[config.mk]
export PLATFORM = sky130hd
export DESIGN_NAME = hand_oscillation_rate_detector
export DESIGN_NICKNAME = d
export VERILOG_FILES = /design/src/hord_pkg.sv /design/src/hand_oscillation_rate_detector.sv
export SDC_FILE = /design/constraint.sdc
export NUM_CORES = 1
export LEC_CHECK = 0
export BUFFER_PORTS_ARGS = -buffer_cell sky130_fd_sc_hd__buf_4
export CAP_MARGIN = 20
export CELL_PAD_IN_SITES_DETAIL_PLACEMENT = 0
export CELL_PAD_IN_SITES_GLOBAL_PLACEMENT = 1
export CORE_MARGIN = 10
export CORE_UTILIZATION = 43
export CTS_BUF_LIST = sky130_fd_sc_hd__clkbuf_8 sky130_fd_sc_hd__clkbuf_16
export DETAILED_ROUTE_END_ITERATION = 6
export GPL_TIMING_DRIVEN = 0
export PLACE_DENSITY_LB_ADDON = 0.1
export SLEW_MARGIN = 10
export SYNTH_ARGS = -nofsm -noshare
export SYNTH_HDL_FRONTEND = slang
export SYNTH_SLANG_ARGS = --single-unit
export TNS_END_PERCENT = 100
[constraint.sdc]
create_clock -name clock -period 10.4 [get_ports clock]
set_input_delay 1.04 -clock clock [delete_from_list [all_inputs] [get_ports clock]]
set_output_delay 1.04 -clock clock [all_outputs]
set_load 0.005 [all_outputs]
[src/hord_pkg.sv]
// Package of the hand oscillation rate detector: field widths, register map and reset values.
// Depends on nothing; used by the top level and its checker.
`timescale 1ns / 1ps
`default_nettype none

package hord_pkg;

   localparam int HM_BITS        = 12;
   localparam int THR_BITS       = 12;
   localparam int TPS_BITS       = 32;
   localparam int FREQ_BITS      = 32;
   localparam int FRAC_BITS      = 8;
   localparam int VEL_BITS       = 48;
   localparam int SAMPLE_BITS    = 32;
   localparam int DVD_BITS       = TPS_BITS + FRAC_BITS;
   localparam int SAT_BITS       = DVD_BITS - FREQ_BITS;
   localparam int CNT_BITS       = $clog2(DVD_BITS);

   localparam int CSR_ADDR_BITS  = 4;
   localparam int CSR_DATA_BITS  = 32;
   localparam int REG_IDX_BITS   = 2;

   localparam logic [REG_IDX_BITS-1:0] REG_HEAD_MARGIN      = 2'd0;
   localparam logic [REG_IDX_BITS-1:0] REG_DIST_THRESHOLD   = 2'd1;
   localparam logic [REG_IDX_BITS-1:0] REG_TICKS_PER_SECOND = 2'd2;

   localparam logic [HM_BITS-1:0]  HEAD_MARGIN_RESET  = 12'd100;
   localparam logic [THR_BITS-1:0] THRESHOLD_RESET    = 12'd20;
   localparam logic [TPS_BITS-1:0] TPS_RESET          = 32'd1000000;

endpackage

`default_nettype wire

[src/hand_oscillation_rate_detector.sv]
// Top level of the hand oscillation rate detector: region test, swing tracker,
// bit-serial frequency divider and velocity accumulator. Depends on hord_pkg.
//
// Usage: one frame enters on the req_ channel as a transaction when req_valid is
// high and req_stall is low; exactly one result leaves on the rsp_ channel per
// frame, in order. Configuration registers must be written by the user over the
// csr_ APB port only while no frame is in flight; the block does not enforce this.
// A frame that reports no swing cycle goes from ST_IDLE straight to ST_FINISH,
// where its result is loaded into the output register once that register is
// free; the block then returns to ST_IDLE and can accept the next frame.
// A frame that reports a swing cycle runs a restoring divider that yields one
// quotient bit per cycle in ST_DIVIDE; the velocity is built alongside by
// shifting and adding the swing for each quotient bit. Such a frame passes
// through ST_DIVIDE, ST_DRAIN and ST_FINISH before the next frame can be accepted.
// A finished result waits in the output register while rsp_stall is high; the
// next frame can still be accepted and worked on meanwhile, and its result is
// held back until the output register is free.
// Synchronous reset clears the tracker, the configuration registers to their
// defaults and the output valid.
`timescale 1ns / 1ps
`default_nettype none

module hand_oscillation_rate_detector #(
   parameter int COORD_BITS = 12,
   parameter int TIME_BITS  = 32
) (
   input  wire                                  clock,
   input  wire                                  reset,
   input  wire                                  req_valid,
   output logic                                 req_stall,
   input  wire  [COORD_BITS-1:0]                req_left_y,
   input  wire  [COORD_BITS-1:0]                req_right_y,
   input  wire  [COORD_BITS-1:0]                req_head_y,
   input  wire  [TIME_BITS-1:0]                 req_time_ticks,
   output logic                                 rsp_valid,
   input  wire                                  rsp_stall,
   output logic                                 rsp_in_region,
   output logic                                 rsp_cycle_found,
   output logic [hord_pkg::FREQ_BITS-1:0]       rsp_frequency_q8,
   output logic signed [hord_pkg::VEL_BITS-1:0] rsp_velocity_q8,
   output logic [hord_pkg::SAMPLE_BITS-1:0]     rsp_sample_time,
   input  wire                                  csr_psel,
   input  wire                                  csr_penable,
   input  wire                                  csr_pwrite,
   input  wire  [hord_pkg::CSR_ADDR_BITS-1:0]   csr_paddr,
   input  wire  [hord_pkg::CSR_DATA_BITS-1:0]   csr_pwdata,
   output logic [hord_pkg::CSR_DATA_BITS-1:0]   csr_prdata,
   output logic                                 csr_pready
);

   import hord_pkg::*;

   localparam int SUM_BITS = COORD_BITS + 1;
   localparam int LIM_BITS = ((COORD_BITS > HM_BITS) ? COORD_BITS : HM_BITS) + 2;
   localparam int HT_BITS  = ((COORD_BITS > THR_BITS) ? COORD_BITS : THR_BITS) + 1;
   localparam int SW_BITS  = COORD_BITS + 3;
   localparam int AW_BITS  = SW_BITS + FREQ_BITS;
   localparam int VW_BITS  = AW_BITS + 1;
   localparam int VX_BITS  = (VW_BITS > VEL_BITS) ? VW_BITS : VEL_BITS;
   localparam logic signed [VX_BITS-1:0] VEL_MAX =
      VX_BITS'({1'b0, {(VEL_BITS-1){1'b1}}});
   localparam logic signed [VX_BITS-1:0] VEL_MIN = -VEL_MAX - VX_BITS'(1);

   typedef enum logic [1:0] {
      ST_IDLE,
      ST_DIVIDE,
      ST_DRAIN,
      ST_FINISH
   } state_type;

   state_type                    state_ff;

   logic [HM_BITS-1:0]           head_margin_ff;
   logic [THR_BITS-1:0]          threshold_ff;
   logic [TPS_BITS-1:0]          tps_ff;

   logic                         moving_up_ff;
   logic [COORD_BITS-1:0]        prev_center_ff;
   logic [COORD_BITS-1:0]        low_turn_ff;
   logic [COORD_BITS-1:0]        high_turn_ff;
   logic                         skip_ff;
   logic [TIME_BITS-1:0]         cycle_start_ff;

   logic                         res_region_ff;
   logic                         res_found_ff;
   logic [SAMPLE_BITS-1:0]       res_sample_ff;
   logic signed [SW_BITS-1:0]    swing_ff;
   logic [TIME_BITS-1:0]         period_ff;
   logic [DVD_BITS-1:0]          dividend_ff;
   logic [TIME_BITS-1:0]         rem_ff;
   logic [FREQ_BITS-1:0]         freq_ff;
   logic                         sat_ff;
   logic                         qbit_ff;
   logic signed [AW_BITS-1:0]    acc_ff;
   logic [CNT_BITS-1:0]          cnt_ff;

   logic                         rsp_valid_ff;
   logic                         rsp_region_ff;
   logic                         rsp_found_ff;
   logic [FREQ_BITS-1:0]         rsp_freq_ff;
   logic signed [VEL_BITS-1:0]   rsp_vel_ff;
   logic [SAMPLE_BITS-1:0]       rsp_sample_ff;

   logic                         accept;
   logic                         out_free;
   logic                         csr_write;
   logic [REG_IDX_BITS-1:0]      csr_index;
   logic [SUM_BITS-1:0]          sum;
   logic [LIM_BITS-1:0]          limit;
   logic                         region;
   logic [COORD_BITS-1:0]        center;
   logic                         rising;
   logic                         falling;
   logic                         tall;
   logic                         cycle_done;
   logic                         report;
   logic signed [SW_BITS-1:0]    swing;
   logic [TIME_BITS-1:0]         period;
   logic [TIME_BITS:0]           trial;
   logic [TIME_BITS:0]           diff;
   logic                         qbit;
   logic signed [AW_BITS-1:0]    acc_in;
   logic signed [VW_BITS-1:0]    swing_vw;
   logic signed [VW_BITS-1:0]    vel_full;
   logic signed [VX_BITS-1:0]    vel_wide;
   logic signed [VX_BITS-1:0]    vel_clamped;
   logic [FREQ_BITS-1:0]         freq_out;

   assign req_stall  = (state_ff != ST_IDLE);
   assign accept     = req_valid && !req_stall;
   assign out_free   = !rsp_valid_ff || !rsp_stall;
   assign csr_pready = 1'b1;
   assign csr_write  = csr_psel && csr_penable && csr_pwrite && csr_pready;
   assign csr_index  = csr_paddr[CSR_ADDR_BITS-1:2];

   always_comb begin
      case (csr_index)
         REG_HEAD_MARGIN:      csr_prdata = CSR_DATA_BITS'(head_margin_ff);
         REG_DIST_THRESHOLD:   csr_prdata = CSR_DATA_BITS'(threshold_ff);
         REG_TICKS_PER_SECOND: csr_prdata = CSR_DATA_BITS'(tps_ff);
         default:              csr_prdata = '0;
      endcase
   end

   // Frame front end: region test, rounded center and swing tracker decisions.
   always_comb begin
      sum        = SUM_BITS'(req_left_y) + SUM_BITS'(req_right_y);
      limit      = (LIM_BITS'(req_head_y) + LIM_BITS'(head_margin_ff)) << 1;
      region     = LIM_BITS'(sum) < limit;
      center     = sum[SUM_BITS-1:1] + COORD_BITS'(sum[0] & sum[1]);
      rising     = center > prev_center_ff;
      falling    = center < prev_center_ff;
      tall       = HT_BITS'(low_turn_ff) > (HT_BITS'(high_turn_ff) + HT_BITS'(threshold_ff));
      cycle_done = region && moving_up_ff && rising && tall;
      report     = cycle_done && !skip_ff;
      swing      = (SW_BITS'(low_turn_ff) << 1) - SW_BITS'(high_turn_ff)
                   + SW_BITS'(prev_center_ff);
      period     = req_time_ticks - cycle_start_ff;
   end

   // One restoring division step and one shift-and-add step of the velocity.
   always_comb begin
      trial  = {rem_ff, dividend_ff[DVD_BITS-1]};
      diff   = trial - {1'b0, period_ff};
      qbit   = trial >= {1'b0, period_ff};
      acc_in = (acc_ff <<< 1) + (qbit_ff ? AW_BITS'(swing_ff) : AW_BITS'(0));
   end

   // A saturated frequency uses swing times all ones, else the accumulated product.
   always_comb begin
      swing_vw    = VW_BITS'(swing_ff);
      vel_full    = sat_ff ? ((swing_vw <<< FREQ_BITS) - swing_vw) : VW_BITS'(acc_ff);
      vel_wide    = VX_BITS'(vel_full);
      if (vel_wide > VEL_MAX) begin
         vel_clamped = VEL_MAX;
      end else if (vel_wide < VEL_MIN) begin
         vel_clamped = VEL_MIN;
      end else begin
         vel_clamped = vel_wide;
      end
      freq_out = sat_ff ? '1 : freq_ff;
   end

   always_ff @(posedge clock) begin
      if (reset) begin
         state_ff       <= ST_IDLE;
         head_margin_ff <= HEAD_MARGIN_RESET;
         threshold_ff   <= THRESHOLD_RESET;
         tps_ff         <= TPS_RESET;
         moving_up_ff   <= 1'b0;
         prev_center_ff <= '0;
         low_turn_ff    <= '0;
         high_turn_ff   <= '0;
         skip_ff        <= 1'b0;
         cycle_start_ff <= '0;
         rsp_valid_ff   <= 1'b0;
      end else begin
         if (csr_write) begin
            case (csr_index)
               REG_HEAD_MARGIN:      head_margin_ff <= csr_pwdata[HM_BITS-1:0];
               REG_DIST_THRESHOLD:   threshold_ff   <= csr_pwdata[THR_BITS-1:0];
               REG_TICKS_PER_SECOND: tps_ff         <= csr_pwdata[TPS_BITS-1:0];
               default: ;
            endcase
         end

         if (rsp_valid_ff && !rsp_stall && (state_ff != ST_FINISH)) begin
            rsp_valid_ff <= 1'b0;
         end

         case (state_ff)
            ST_IDLE: begin
               if (accept) begin
                  res_region_ff <= region;
                  res_found_ff  <= report;
                  res_sample_ff <= SAMPLE_BITS'(req_time_ticks);
                  swing_ff      <= swing;
                  period_ff     <= period;
                  dividend_ff   <= {tps_ff, FRAC_BITS'(0)};
                  rem_ff        <= '0;
                  freq_ff       <= '0;
                  sat_ff        <= 1'b0;
                  qbit_ff       <= 1'b0;
                  acc_ff        <= '0;
                  cnt_ff        <= '0;
                  if (!region) begin
                     skip_ff <= 1'b1;
                  end else begin
                     prev_center_ff <= center;
                     if (moving_up_ff) begin
                        if (rising) begin
                           high_turn_ff <= prev_center_ff;
                           if (tall) begin
                              cycle_start_ff <= req_time_ticks;
                              moving_up_ff   <= 1'b0;
                              skip_ff        <= 1'b0;
                           end
                        end
                     end else if (falling) begin
                        low_turn_ff  <= prev_center_ff;
                        moving_up_ff <= 1'b1;
                     end
                  end
                  state_ff <= report ? ST_DIVIDE : ST_FINISH;
               end
            end
            ST_DIVIDE: begin
               rem_ff      <= qbit ? diff[TIME_BITS-1:0] : trial[TIME_BITS-1:0];
               dividend_ff <= dividend_ff << 1;
               freq_ff     <= {freq_ff[FREQ_BITS-2:0], qbit};
               qbit_ff     <= qbit;
               acc_ff      <= acc_in;
               if (cnt_ff < CNT_BITS'(SAT_BITS)) begin
                  sat_ff <= sat_ff | qbit;
               end
               cnt_ff <= cnt_ff + CNT_BITS'(1);
               if (cnt_ff == CNT_BITS'(DVD_BITS - 1)) begin
                  state_ff <= ST_DRAIN;
               end
            end
            ST_DRAIN: begin
               acc_ff   <= acc_in;
               state_ff <= ST_FINISH;
            end
            ST_FINISH: begin
               if (out_free) begin
                  rsp_valid_ff  <= 1'b1;
                  rsp_region_ff <= res_region_ff;
                  rsp_found_ff  <= res_found_ff;
                  rsp_freq_ff   <= res_found_ff ? freq_out : '0;
                  rsp_vel_ff    <= res_found_ff ? vel_clamped[VEL_BITS-1:0] : '0;
                  rsp_sample_ff <= res_sample_ff;
                  state_ff      <= ST_IDLE;
               end
            end
            default: state_ff <= ST_IDLE;
         endcase
      end
   end

   assign rsp_valid        = rsp_valid_ff;
   assign rsp_in_region    = rsp_region_ff;
   assign rsp_cycle_found  = rsp_found_ff;
   assign rsp_frequency_q8 = rsp_freq_ff;
   assign rsp_velocity_q8  = rsp_vel_ff;
   assign rsp_sample_time  = rsp_sample_ff;

endmodule

`default_nettype wire

==> impl_results.md <==
- Initial antenna violation count: 9
- Worst hold path type: register to register
- Post-Route Utilization: 51.63%
- First-pass detailed-route iteration total: 7
- IO buf count: 254
- Setup Crit Path Kind: primary input to register
- Met2 WL: 34,260 µm
- Met1 Wirelength: 34,250 µm
- Post-synth top flop: edfxtp_1
- Critical path required time: 10,900 ps
- Hold buffers post-CTS: 0
- Rel. slew slack: 41.24%
- Syn Inst Count: 2,782
- RSZ-0062 raised after global routing: false
- Clock Skew: 48.42 ps
- IO Count: 260
- Slew Viols, Final: 0
- DR vias: 21,220
- Syn-to-layout area delta: 18.55%
- WL/cell: 18.80 µm
- Vias/cell: 5.291
- Setup WS pre-CTS: 3965 ps
- Reg2Reg Depth: 22
- Placeable Area: 64,580 µm²
- Flop-to-flop setup slack: 5400 ps
- Final Hold Vio Count: 0
- Row cnt: 93
- WP data arrival: 6260 ps
- Yosys cell types: 91
- Setup tns final: 0 ps
- Post-DP HPWL: 59,590 µm
- PostCTS Resize Cnt: 0
- # nets final: 3,459
- Sequential share of the synthesized area: 46.01%
- Maximum VDD drop: 0.1425 mV
- Vias in the first global route: 21,380
- Async set-reset flop share out of synthesis: 0%
- Drt drc: 0
- Initial Util: 43.55%
- R2R Path End: high_turn_ff[9]
- Root buffer cell: clkbuf_16
- Worst Hold Path EP: rsp_sample_time[29]
- GR Overflow Total: 0
- Largest net degree at the start of global routing: 35
- Tot Pwr: 7.401 mW
- Max Fclk: 173.8 MHz
- DR iter-0 viols: 1,193
- Die W: 275.8 µm
- CP Launch Type: primary input
- Minimum clock period: 5753 ps
- Worst Setup End Kind: register
- Die height: 275.8 µm
- Post-CTS setup buffers: 0
- Synth Cell Area: 28,130 µm²
- Status: complete, no violations
- EDFF count, synth: 345
- Post-Syn Nets: 3,131
- Clock Path Buffers: 3
- Final setup fails: 0
- Share of post-route cells with drive strength above 1: 13.95%
- Max Cap Viol: 0
- WL final: 75,400 µm
- P_leak: 13.86 nW
- Routability Congestion: 0.8836
- Final worst setup slack: 4647 ps
- Worst slew pin tran: 881.4 ps
- Fin Hold WS: 420.6 ps
- Filler cell count: 5,918
- H-tree depth: 2
- Overall routing resource usage: 19.53%
- WL met3: 5069 µm
- Post-synthesis register bit count: 474
- Worst hold start: res_sample_ff[29]
- Final worst-path cycle share: 55.31%
- Hold path depth: 0
- Crit Path Max Fanout: 10
- Worst r2r src: head_margin_ff[0]
- Final antenna-violating net count: 0
- Power per cell area: 222.0 nW/µm²
- Die footprint: 76,040 µm²
- Top routing layer in use: met5
- First-pass GRT wire length: 118,200 µm
- Clock-pin slew on the worst setup and hold paths: 70 ps
- Syn Area/Cell: 10.11 µm²
- Total CTS buffers: 53
- Clock sink count: 474
- CTS tree: built
- Synth warn: 0
- Worst-skew pair later-pin latency: 640 ps
-- cell usage in the layout, fill, tap and decap left out, types with 17 or more instances in the layout --
cell | synthesis | routed
a211oi_1 | 37 | 37
nand2b_1 | 32 | 32
buf_4 | 9 | 266
edfxtp_1 | 345 | 345
ha_1 | 230 | 230
a21oi_1 | 184 | 183
nor3_1 | 39 | 38
o21a_1 | 26 | 26
xnor2_1 | 110 | 110
clkbuf_1 | 78 | 78
and2_1 | 79 | 78
nand4_1 | 28 | 28
nor2_1 | 341 | 340
o21ai_0 | 87 | 87
dfxtp_1 | 129 | 129
xor2_1 | 62 | 62
a21o_1 | 80 | 80
mux2_2 | 31 | 31
mux2i_1 | 125 | 125
and3_1 | 17 | 17
inv_1 | 154 | 159
nand2_1 | 217 | 217
o21ai_1 | 27 | 27
nand3_1 | 34 | 34
clkbuf_16 | 0 | 55
nor2b_1 | 51 | 51
-- Yosys cell counts, drive strengths merged, types with 9 or more instances --
cell type | number | share of area (%)
edfxtp | 345 | 37
nor2 | 343 | 4.6
ha | 230 | 10
nand2 | 218 | 2.9
a21oi | 185 | 3.3
inv | 155 | 2.1
dfxtp | 129 | 9.2
mux2i | 125 | 4.4
o21ai | 116 | 2.1
xnor2 | 110 | 3.4
a21o | 80 | 2.1
and2 | 80 | 1.8
clkbuf | 78 | 1.0
xor2 | 63 | 2.0
nor2b | 51 | 1.1
nor3 | 41 | 0.77
a211oi | 40 | 1.1
nand3 | 36 | 0.68
nand2b | 32 | 0.71
mux2 | 31 | 1.2
nand4 | 29 | 0.67
o21a | 26 | 0.69
buf | 21 | 0.42
and3 | 17 | 0.38
a31oi | 16 | 0.38
nand3b | 15 | 0.40
o21bai | 15 | 0.41
o211a | 11 | 0.39
o22ai | 9 | 0.20
or3 | 9 | 0.22
-- how the worst max path moves through the flow --
stage                     slack (ps)                  to  cells after the start           from
after global routing            4110  cycle_start_ff[16]                     25  req_left_y[0]
after CTS                       4620  cycle_start_ff[29]                     25  req_left_y[0]
after global placement           700              sat_ff                      3          reset
after floorplan                 3400              sat_ff                      3          reset
after detailed placement        3970  cycle_start_ff[29]                     25  req_left_y[0]
final                           4650   cycle_start_ff[8]                     25  req_left_y[0]
-- worst max-delay path, stage by stage --
cell	delay, ps
buf_4	80
ha_1	200
inv_1	70
fa_1	390
nor2b_1	180
o21a_1	180
o21ai_1	100
a21oi_1	230
xor2_1	340
nand2_1	160
nor3_1	270
and3_1	250
xnor2_1	90
ha_1	320
nand3_1	110
nor2_1	110
nand2_1	100
o221ai_1	370
o311ai_0	340
a311o_1	500
nand2b_1	170
buf_2	200
buf_4	220
mux2i_1	170
nor2_1	50
-- cell families (layout without fill, tap and decap cells) --
kind of cell	Yosys count	after routing	share of synthesized area, %
and+or+nand+nor	908	908	15.30
AOI/OAI and AO/OA	577	577	13.23
DFF	474	474	46.01
buffers and inverters	255	626	3.541
adders and majority gates	238	238	10.80
xor gates and xnor gates	173	173	5.414
muxes	156	156	5.689
other	1	3	0.01333
-- metal layers --
layer  vias up  GRT usage (%)
li1      10610              -
met5         -              0
met2       481          31.72
met3       113          4.890
met1      9996          25.59
met4        14          5.263
-- power breakdown --
| group | internal (mW) | switching, mW |
|---|---|---|
| Clock | 1.16 | 0.833 |
| Combinational | 1.13 | 1.62 |
| Sequential | 2.48 | 0.194 |
| Total | 4.76 | 2.64 |
-- layout make-up --
| cell class | count | area [µm²] | share of cell area (%) |
|---|---|---|---|
| sequential | 474 | 12940 | 38.81 |
| buffer | 99 | 410.4 | 1.231 |
| multi-input combinational | 2053 | 14220 | 42.66 |
| inverter | 156 | 585.6 | 1.756 |
| timing repair buffer | 273 | 2235 | 6.701 |
| antenna | 2 | 5.005 | 0.01501 |
| clock buffer | 56 | 1390 | 4.169 |
| clock inverter | 42 | 483.0 | 1.448 |
| tap | 855 | 1070 | 3.208 |
-- sequential cells by signal, summed over array words and instances, names as in the netlist, 15 cells and up --
name and cells:
rem_ff 32, rsp_frequency_q8 32, freq_ff 32, acc_ff 47
tps_ff 32, cycle_start_ff 32, period_ff 32, res_sample_ff 32
rsp_velocity_q8 48, dividend_ff 32, swing_ff 15, rsp_sample_time 32
-- through the flow --
stage,cells,area [µm²]
final,4010,33350
after global routing,4009,33340
after CTS,4008,33340
after detailed placement,3910,31470
after global placement,3891,31110
after floorplan,2782,28130
Note: power is estimated with default switching activity, not from simulation.
